===== src/sacl_pkg.sv =====
`timescale 1ns / 1ps
`default_nettype none
// ----------------------------------------------------------------------------
// sacl_pkg
// Sizes, field positions and shared types of the cache tag lookup.
// ----------------------------------------------------------------------------
package sacl_pkg;

  localparam int ADDR_W     = 40;
  localparam int BYTE_OFF_W = 2;
  localparam int WORD_OFF_W = 4;
  localparam int SET_W      = 6;
  localparam int WAY_W      = 3;
  localparam int SETS       = 1 << SET_W;
  localparam int WAYS       = 1 << WAY_W;
  localparam int OFF_LSB    = BYTE_OFF_W;
  localparam int SET_LSB    = OFF_LSB + WORD_OFF_W;
  localparam int TAG_LSB    = SET_LSB + SET_W;
  localparam int TAG_W      = ADDR_W - TAG_LSB;

  localparam logic ACT_READ  = 1'b0;
  localparam logic ACT_WRITE = 1'b1;

  typedef logic [TAG_W-1:0]      tag_t;
  typedef logic [SET_W-1:0]      set_t;
  typedef logic [WAY_W-1:0]      way_t;
  typedef logic [WORD_OFF_W-1:0] woff_t;

  // One way of a set: valid flag and stored tag.
  typedef struct packed {
    logic vld;
    tag_t tag;
  } way_entry_t;

  typedef way_entry_t [WAYS-1:0] row_t;

  // Write-back of one set row.
  typedef struct packed {
    logic en;
    set_t addr;
    row_t row;
  } row_wr_t;

  // Outcome of comparing a request tag against one set.
  typedef struct packed {
    logic hit;
    way_t way;
  } match_t;

endpackage : sacl_pkg
`default_nettype wire


===== src/sacl_way_match.sv =====
`timescale 1ns / 1ps
`default_nettype none
// ----------------------------------------------------------------------------
// sacl_way_match
// Parallel tag compare over one set, lowest-way priority, victim fill row.
// ----------------------------------------------------------------------------
module sacl_way_match
  import sacl_pkg::*;
(
  input  wire row_t  row,
  input  wire tag_t  tag,
  input  wire way_t  victim,
  output match_t     result,
  output row_t       new_row
);

  logic [WAYS-1:0] match;

  always_comb begin
    for (int w = 0; w < WAYS; w++) begin
      match[w] = row[w].vld && (row[w].tag == tag);
    end
  end

  // Scan from the top down so the lowest matching way wins.
  always_comb begin
    result.hit = |match;
    result.way = victim;
    for (int w = WAYS - 1; w >= 0; w--) begin
      if (match[w]) begin
        result.way = way_t'(w);
      end
    end
  end

  always_comb begin
    new_row             = row;
    new_row[victim].vld = 1'b1;
    new_row[victim].tag = tag;
  end

endmodule : sacl_way_match
`default_nettype wire

===== config.mk =====
export PLATFORM = sky130hd
export DESIGN_NAME = sacl_way_match
export DESIGN_NICKNAME = d
export VERILOG_FILES = /design/src/sacl_pkg.sv /design/src/sacl_way_match.sv
export SDC_FILE = /design/constraint.sdc
export NUM_CORES = 1
export LEC_CHECK = 0
export BUFFER_PORTS_ARGS = -buffer_cell sky130_fd_sc_hd__buf_2
export CORE_AREA = 2 2 196 198
export DETAILED_ROUTE_END_ITERATION = 8
export DIE_AREA = 0 0 198 200
export PLACE_DENSITY = 0.49
export SLEW_MARGIN = 20
export SYNTH_ARGS = -nofsm -noshare
export SYNTH_HDL_FRONTEND = slang
export SYNTH_SLANG_ARGS = --single-unit

===== constraint.sdc =====
create_clock -name vclk -period 1.75
set_input_delay 0 -clock vclk [all_inputs]
set_output_delay 0 -clock vclk [all_outputs]
set_load 0.02 [all_outputs]

Word level (Yosys, flattened, before mapping)
Cells that the tools add are included.
- flip-flop bits (word level): 0
- output and inout port bits: 236
- logic and storage cells: 34
- $lt $le $gt $ge: 2
- equality and inequality tests: 8
- mux-type cells: 14
- reductions and logical operators: 10
- operators by type and width (operator ; number):
    $bwmux W232 ; 2
    $eq A28 B28 Y1 ; 8
    $demux W29 S3 ; 2
    $mux W29 ; 1
    $mux W28 ; 1
    $mux W3 ; 8
    $logic_and A1 B1 Y1 ; 9
    $reduce_or A8 Y1 ; 1
    $lt A3 B4 Y1 const B ; 1
    $ge A3 B1 Y1 const B ; 1

Longest topological paths before layout
Gate-level depths: netlist of run 1.
- depth in word-level cells: 10
- depth in mapped cells: 9

Least setup slack after synthesis of run 1
No wires, ideal clock.
- path kind: input to output
- start point: input tag[8]
- end point: output result[1] (netlist name)
- arrival time: 1.742 ns
- path slack: 0.008 ns
- stages: 8
- path buffers: 1
- cells stage by stage: buf_2 xnor2_2 nand4_1 or4_4 nor4_4 a21o_1 o21bai_1 a21oi_1
- RTL lines (item ; RTL line ; source):
    from (decl) ; sacl_way_match.sv:11 ; input wire tag_t tag,
    to (decl) ; sacl_way_match.sv:13 ; output match_t result,

==> flow_metrics.py, run 1 <==
metrics = {
    "final_layout": {
        "drive_gt1_frac": 0.712,
        "clkbuf_count": 0,
        "nets": 1556,
        "fill_cells": 4209,
        "fin_cells": 1804,
        "final_area_um2": 10500,
        "final_common_cell": "buf_2",
        "layout.area.seq_um2": 0,
        "multi_input_area_um2": 5680,
        "area_growth_syn_to_layout_pct": 77.9,
        "design.seq.count": 0,
        "final_cell_mix": "buf_2 (483), mux2_2 (213), xnor2_1 (152), buf_4 (146), nand4_1 (55)",
    },
    "power": {
        "pwr_density_cell_nw_per_um2": 334,
        "ir_worst_vdd_mv": 0.137,
        "power.leakage_nw": 4.74,
        "p_total_mw": 3.50,
    },
    "sta": {
        "hold_viol_final": 0,
        "fmax_ghz": 0.485,
        "slew_headroom": 0.633,
        "rsz0062_at_grt": "true",
        "worstMarginPinSlew_ns": 0.549,
        "setup_violations": 4,
        "fin_crit_ns": 2.06,
        "setup_ws_ns": -0.310,
        "min_period_over_period": 1.18,
        "drv_slew": 0,
    },
    "die": {
        "io_pins": 499,
        "num_rows": 71,
        "die_h_um": 200,
        "dieArea_um2": 39600,
        "design.core.area_um2": 37400,
        "die_width_um": 198,
        "start_util": 0.158,
    },
    "grt": {
        "grt_antenna_before_repair": 3,
        "grt_usage": 0.213,
        "overflow": 0,
        "grt_pass1_wl_um": 59100,
        "grt_pass1_vias": 7927,
        "grt_max_degree": 32,
    },
    "route": {
        "vias": 7867,
        "wl_per_cell_um": 24.7,
        "ant_nets": 0,
        "avgViaCountPerCell": 4.36,
        "drtPass1Iterations": 5,
        "drt_wl_total_um": 44600,
        "drc": 0,
        "drt_iter0_markers": 284,
    },
    "placed_design": {
        "placed_area_um2": 10200,
        "place_inst": 1800,
        "dp_hpwl_um": 38900,
        "gp_congestion": 0.867,
        "port-buffer-count": 499,
    },
    "run_status": {
        "violations": "negative setup slack",
        "outcome": "complete, but fails checks",
    },
    "worst_setup_path": {
        "path_max_fanout": 3,
        "setup.worst_path.end_class": "primary output",
        "critPathKind": "input port to primary output",
        "cpLargestDelayFamily": "simple AND/OR/NAND/NOR gates",
        "cp_slowest_cell": "or4_4",
        "crit_top_cell": "buf_4",
        "critPathMaxStageDelay_ns": 0.56,
        "critPathRequiredTime_ns": 1.75,
        "path_buf_inv": 3,
        "cp.depth": 10,
        "path_cells": "buf_2 -> xnor2_2 -> nand4_1 -> or4_4 -> nor4_4 -> buf_4 -> a21o_1 -> nor3_1 -> nor2_1 -> buf_4",
        "cp_data_arrival_time_ns": 2.06,
        "startpoint_type": "input port",
    },
    "synthesis": {
        "synth_area_per_cell_um2": 8.33,
        "yosysWarnings": 0,
        "syn_inst": 708,
        "ys_seq_area_frac": 0,
        "synth_area_um2": 5900,
        "syn_nets": 971,
        "ys_types": 39,
    },
    "clock_network": {
        "hold_buffers": 0,
    },
    "run": {
        "drv_cap": 0,
    },
    "hold_path": {
        "hold_path_class": "input port to primary output",
        "hold_depth": 4,
    },
}
[worst paths after layout]
check | start | end
max | row[206] | result[2]
min | row[173] | new_row[173]
[area by class of cell]
type | count | share of cell area
Multi-Input combinational cell | 619 | 0.541
Timing Repair Buffer | 664 | 0.395
Tap cell | 511 | 0.0609
Inverter | 8 | 0.00286
Antenna cell | 2 | 0.000477
[through the flow]
stage | hold WS [ns] | setup TNS [ns] | utilization | setup slack [ns]
2_1_floorplan | 0.142 | 0 | - | 0.00825
3_3_place_gp | 0.332 | -1.89 | 0.272 | -0.603
3_5_place_dp | 0.334 | -1.97 | 0.272 | -0.624
4_1_cts | 0.335 | -1.19 | 0.277 | -0.331
5_1_grt | 0.349 | -1.62 | 0.280 | -0.476
6_report | 0.328 | -1.13 | 0.281 | -0.310
[logic make-up (layout without fill, tap and decap cells)]
group	after synthesis	count (layout)	synth area share
xor gates and xnor gates	218	218	0.333
muxes	213	213	0.407
and+or+nand+nor	164	164	0.162
buffers and inverters	89	672	0.0727
AOI/OAI and AO/OA	24	24	0.0263
other	0	2	0
[where the power goes]
part | switching (mW) | internal (mW) | total, mW
sequential | 0 | 0 | 0
clock | 0 | 0.0000000702 | 0.0000000703
combinational | 1.95 | 1.56 | 3.50
total | 1.95 | 1.56 | 3.50
[layer usage]
metal  up-vias  part of all wire  wire length [µm]  track usage
met5         -            0.0010                45            0
met4         6             0.020               886       0.0362
met2       331              0.47             21100        0.369
met3        48             0.045              2020       0.0203
li1       3671                 -                 -            -
met1      3811              0.46             20500        0.289
[synth_stat cells (2+ instances only)]
cell type / count / area share
nand4_1: 55 / 0.058
a2111oi_0: 2 / 0.0030
nor3b_1: 4 / 0.0051
buf_1: 9 / 0.0057
nor4_1: 24 / 0.025
mux2_2: 213 / 0.41
xor2_1: 45 / 0.067
nor3_1: 4 / 0.0034
xnor2_2: 7 / 0.019
nand3_1: 11 / 0.0093
o21ai_0: 12 / 0.010
nor2_1: 8 / 0.0051
nand2b_1: 9 / 0.0095
nor4b_1: 2 / 0.0030
nand3b_1: 5 / 0.0064
xnor2_1: 166 / 0.25
buf_6: 8 / 0.015
or2_2: 5 / 0.0053
buf_2: 28 / 0.024
inv_1: 8 / 0.0051
nand2_1: 30 / 0.019
clkbuf_1: 36 / 0.023
[timing repair]
item | 4_1_cts | 5_1_grt
endpoints found under the setup margin | 4 | 4
setup buffers | 2 | 1
gates resized for setup | 38 | 21
cloned | 0 | 0
pin swaps | 15 | 16
Note: power is estimated with default switching activity, not from simulation.
==> inputs of run 2 (changes only) <==
Settings changed: CORE_AREA 2 2 196 198 to 2 2 192 194, DIE_AREA 0 0 198 200 to 0 0 194 196, PLACE_DENSITY 0.49 to 0.5.
==> flow_metrics.py, run 2 (same netlist as run 1, synthesis figures left out) <==
metrics = {
    "grt": {
        "overflow": 0,
        "grt_usage": 0.218,
        "grt_max_degree": 32,
        "grt_antenna_before_repair": 4,
        "grt_pass1_wl_um": 59900,
        "grt_pass1_vias": 8068,
    },
    "power": {
        "ir_worst_vdd_mv": 0.148,
        "switching_share": 0.542,
        "switching_power_mw": 2.04,
        "p_seq_frac": 0,
        "power_frac_comb": 1.000,
        "power.leakage_nw": 5.17,
        "pwr_density_cell_nw_per_um2": 331,
        "clkPwrFrac": 0,
        "p_int_mw": 1.72,
    },
    "final_layout": {
        "layout.area.seq_um2": 0,
        "clkbuf_count": 0,
        "area_growth_syn_to_layout_pct": 92.8,
        "final_common_cell": "buf_2",
        "drive_gt1_frac": 0.759,
        "final_cell_mix": "buf_2 (470), mux2_2 (213), buf_4 (151), xnor2_1 (122), nand4_1 (55)",
        "design.seq.count": 0,
        "nets": 1577,
        "final_area_um2": 11400,
    },
    "sta": {
        "setup_ws_ns": -0.173,
        "slew_headroom": 0.703,
        "fmax_ghz": 0.520,
        "fin_crit_ns": 1.92,
        "rsz0062_at_grt": "true",
        "hold_viol_final": 0,
        "drv_slew": 0,
        "setup_violations": 4,
        "min_period_over_period": 1.10,
        "worstMarginPinSlew_ns": 0.443,
    },
    "placed_design": {
        "port-buffer-count": 499,
        "gp_congestion": 0.895,
        "dp_hpwl_um": 38200,
        "dp_slack_ns": -0.767,
        "placed_area_um2": 10100,
    },
    "die": {
        "start_util": 0.163,
        "dieArea_um2": 38000,
        "design.core.area_um2": 36100,
        "die_width_um": 194,
        "io_pins": 499,
        "num_rows": 70,
        "die_h_um": 196,
    },
    "route": {
        "drt_iter0_markers": 348,
        "wl_per_cell_um": 25.2,
        "avgViaCountPerCell": 4.54,
        "vias": 8090,
        "drt_wl_total_um": 44900,
        "ant_nets": 0,
        "drc": 0,
        "drtPass1Iterations": 5,
    },
    "run_status": {
        "outcome": "complete, but fails checks",
        "violations": "negative setup slack",
    },
    "worst_setup_path": {
        "critPathKind": "input port to primary output",
        "path_max_fanout": 2,
        "setup.worst_path.end_class": "primary output",
        "startpoint_type": "input port",
        "cp_data_arrival_time_ns": 1.92,
        "critPathRequiredTime_ns": 1.75,
    },
    "hold_path": {
        "hold_path_class": "input port to primary output",
        "min-delay-start": "row[173]",
        "hold_depth": 4,
        "hold_end": "new_row[173]",
    },
    "run": {
        "drv_cap": 0,
    },
    "clock_network": {
        "hold_buffers": 0,
    },
}
## run 2: changes by cell type in the layout (fill, tap and decap cells not counted), sizes merged
cell    change
buf        +18
bufbuf      +2
clkbuf      +1
diode       -1
## run 2: timing repair
action / CTS / global route
setup endpoints to repair: 4 / 4
cloned: 2 / 1
endpoints found under the hold margin: 0 / 0
pin swaps: 35 / 33
buffers inserted: 16 / 5
gates resized for setup: 138 / 50
## run 2: worst max-delay path: stages
cell,delay (ns)
buf_2,0.14
xnor2_2,0.19
nand4_1,0.12
or4_4,0.60
nor4_4,0.17
o2bb2ai_1,0.15
a21boi_4,0.22
o211a_1,0.19
buf_6,0.13
## run 2: power by group through the flow
stage	Sequential, mW	Combinational (mW)	Clock, mW
2_1_floorplan	0	1.75	0
3_3_place_gp	0	3.42	0
3_5_place_dp	0	3.42	0
4_1_cts	0	3.67	0
5_1_grt	0	3.96	0
6_report	0	3.76	0.0000000764
## run 2: worst max path at each step
stage	from	to	slack (ns)	cells after the start
4_1_cts	tag[13]	result[0]	-0.18	12
3_3_place_gp	row[222]	result[0]	-0.74	10
5_1_grt	tag[9]	result[0]	-0.23	10
3_5_place_dp	row[222]	result[0]	-0.77	10
6_report	tag[22]	result[0]	-0.17	9
2_1_floorplan	tag[8]	result[1]	0.008	8
## run 2: per-stage QoR
stage          setup TNS [ns]  total power [mW]  utilization  std cells  hold slack, ns
5_1_grt                -0.748              3.96        0.315       1780           0.353
4_1_cts                -0.512              3.67        0.305       1775           0.340
6_report               -0.431              3.76        0.315       1781           0.336
3_3_place_gp            -2.62              3.42        0.280       1760           0.333
3_5_place_dp            -2.73              3.42        0.280       1760           0.334
2_1_floorplan               0              1.75            -        708           0.142
## run 2: layout make-up
class / count / area, µm²
Fill cell: 3915 / 24700
Multi-Input combinational cell: 619 / 6220
Tap cell: 468 / 586
Timing Repair Buffer: 685 / 4540
Inverter: 8 / 30.0
Antenna cell: 1 / 2.50
## run 2: routing by layer
layer / GRT usage / share of wire
met1: 0.297 / 0.44
met4: 0.0393 / 0.023
met3: 0.0308 / 0.061
met2: 0.369 / 0.47
met5: 0 / 0.00029
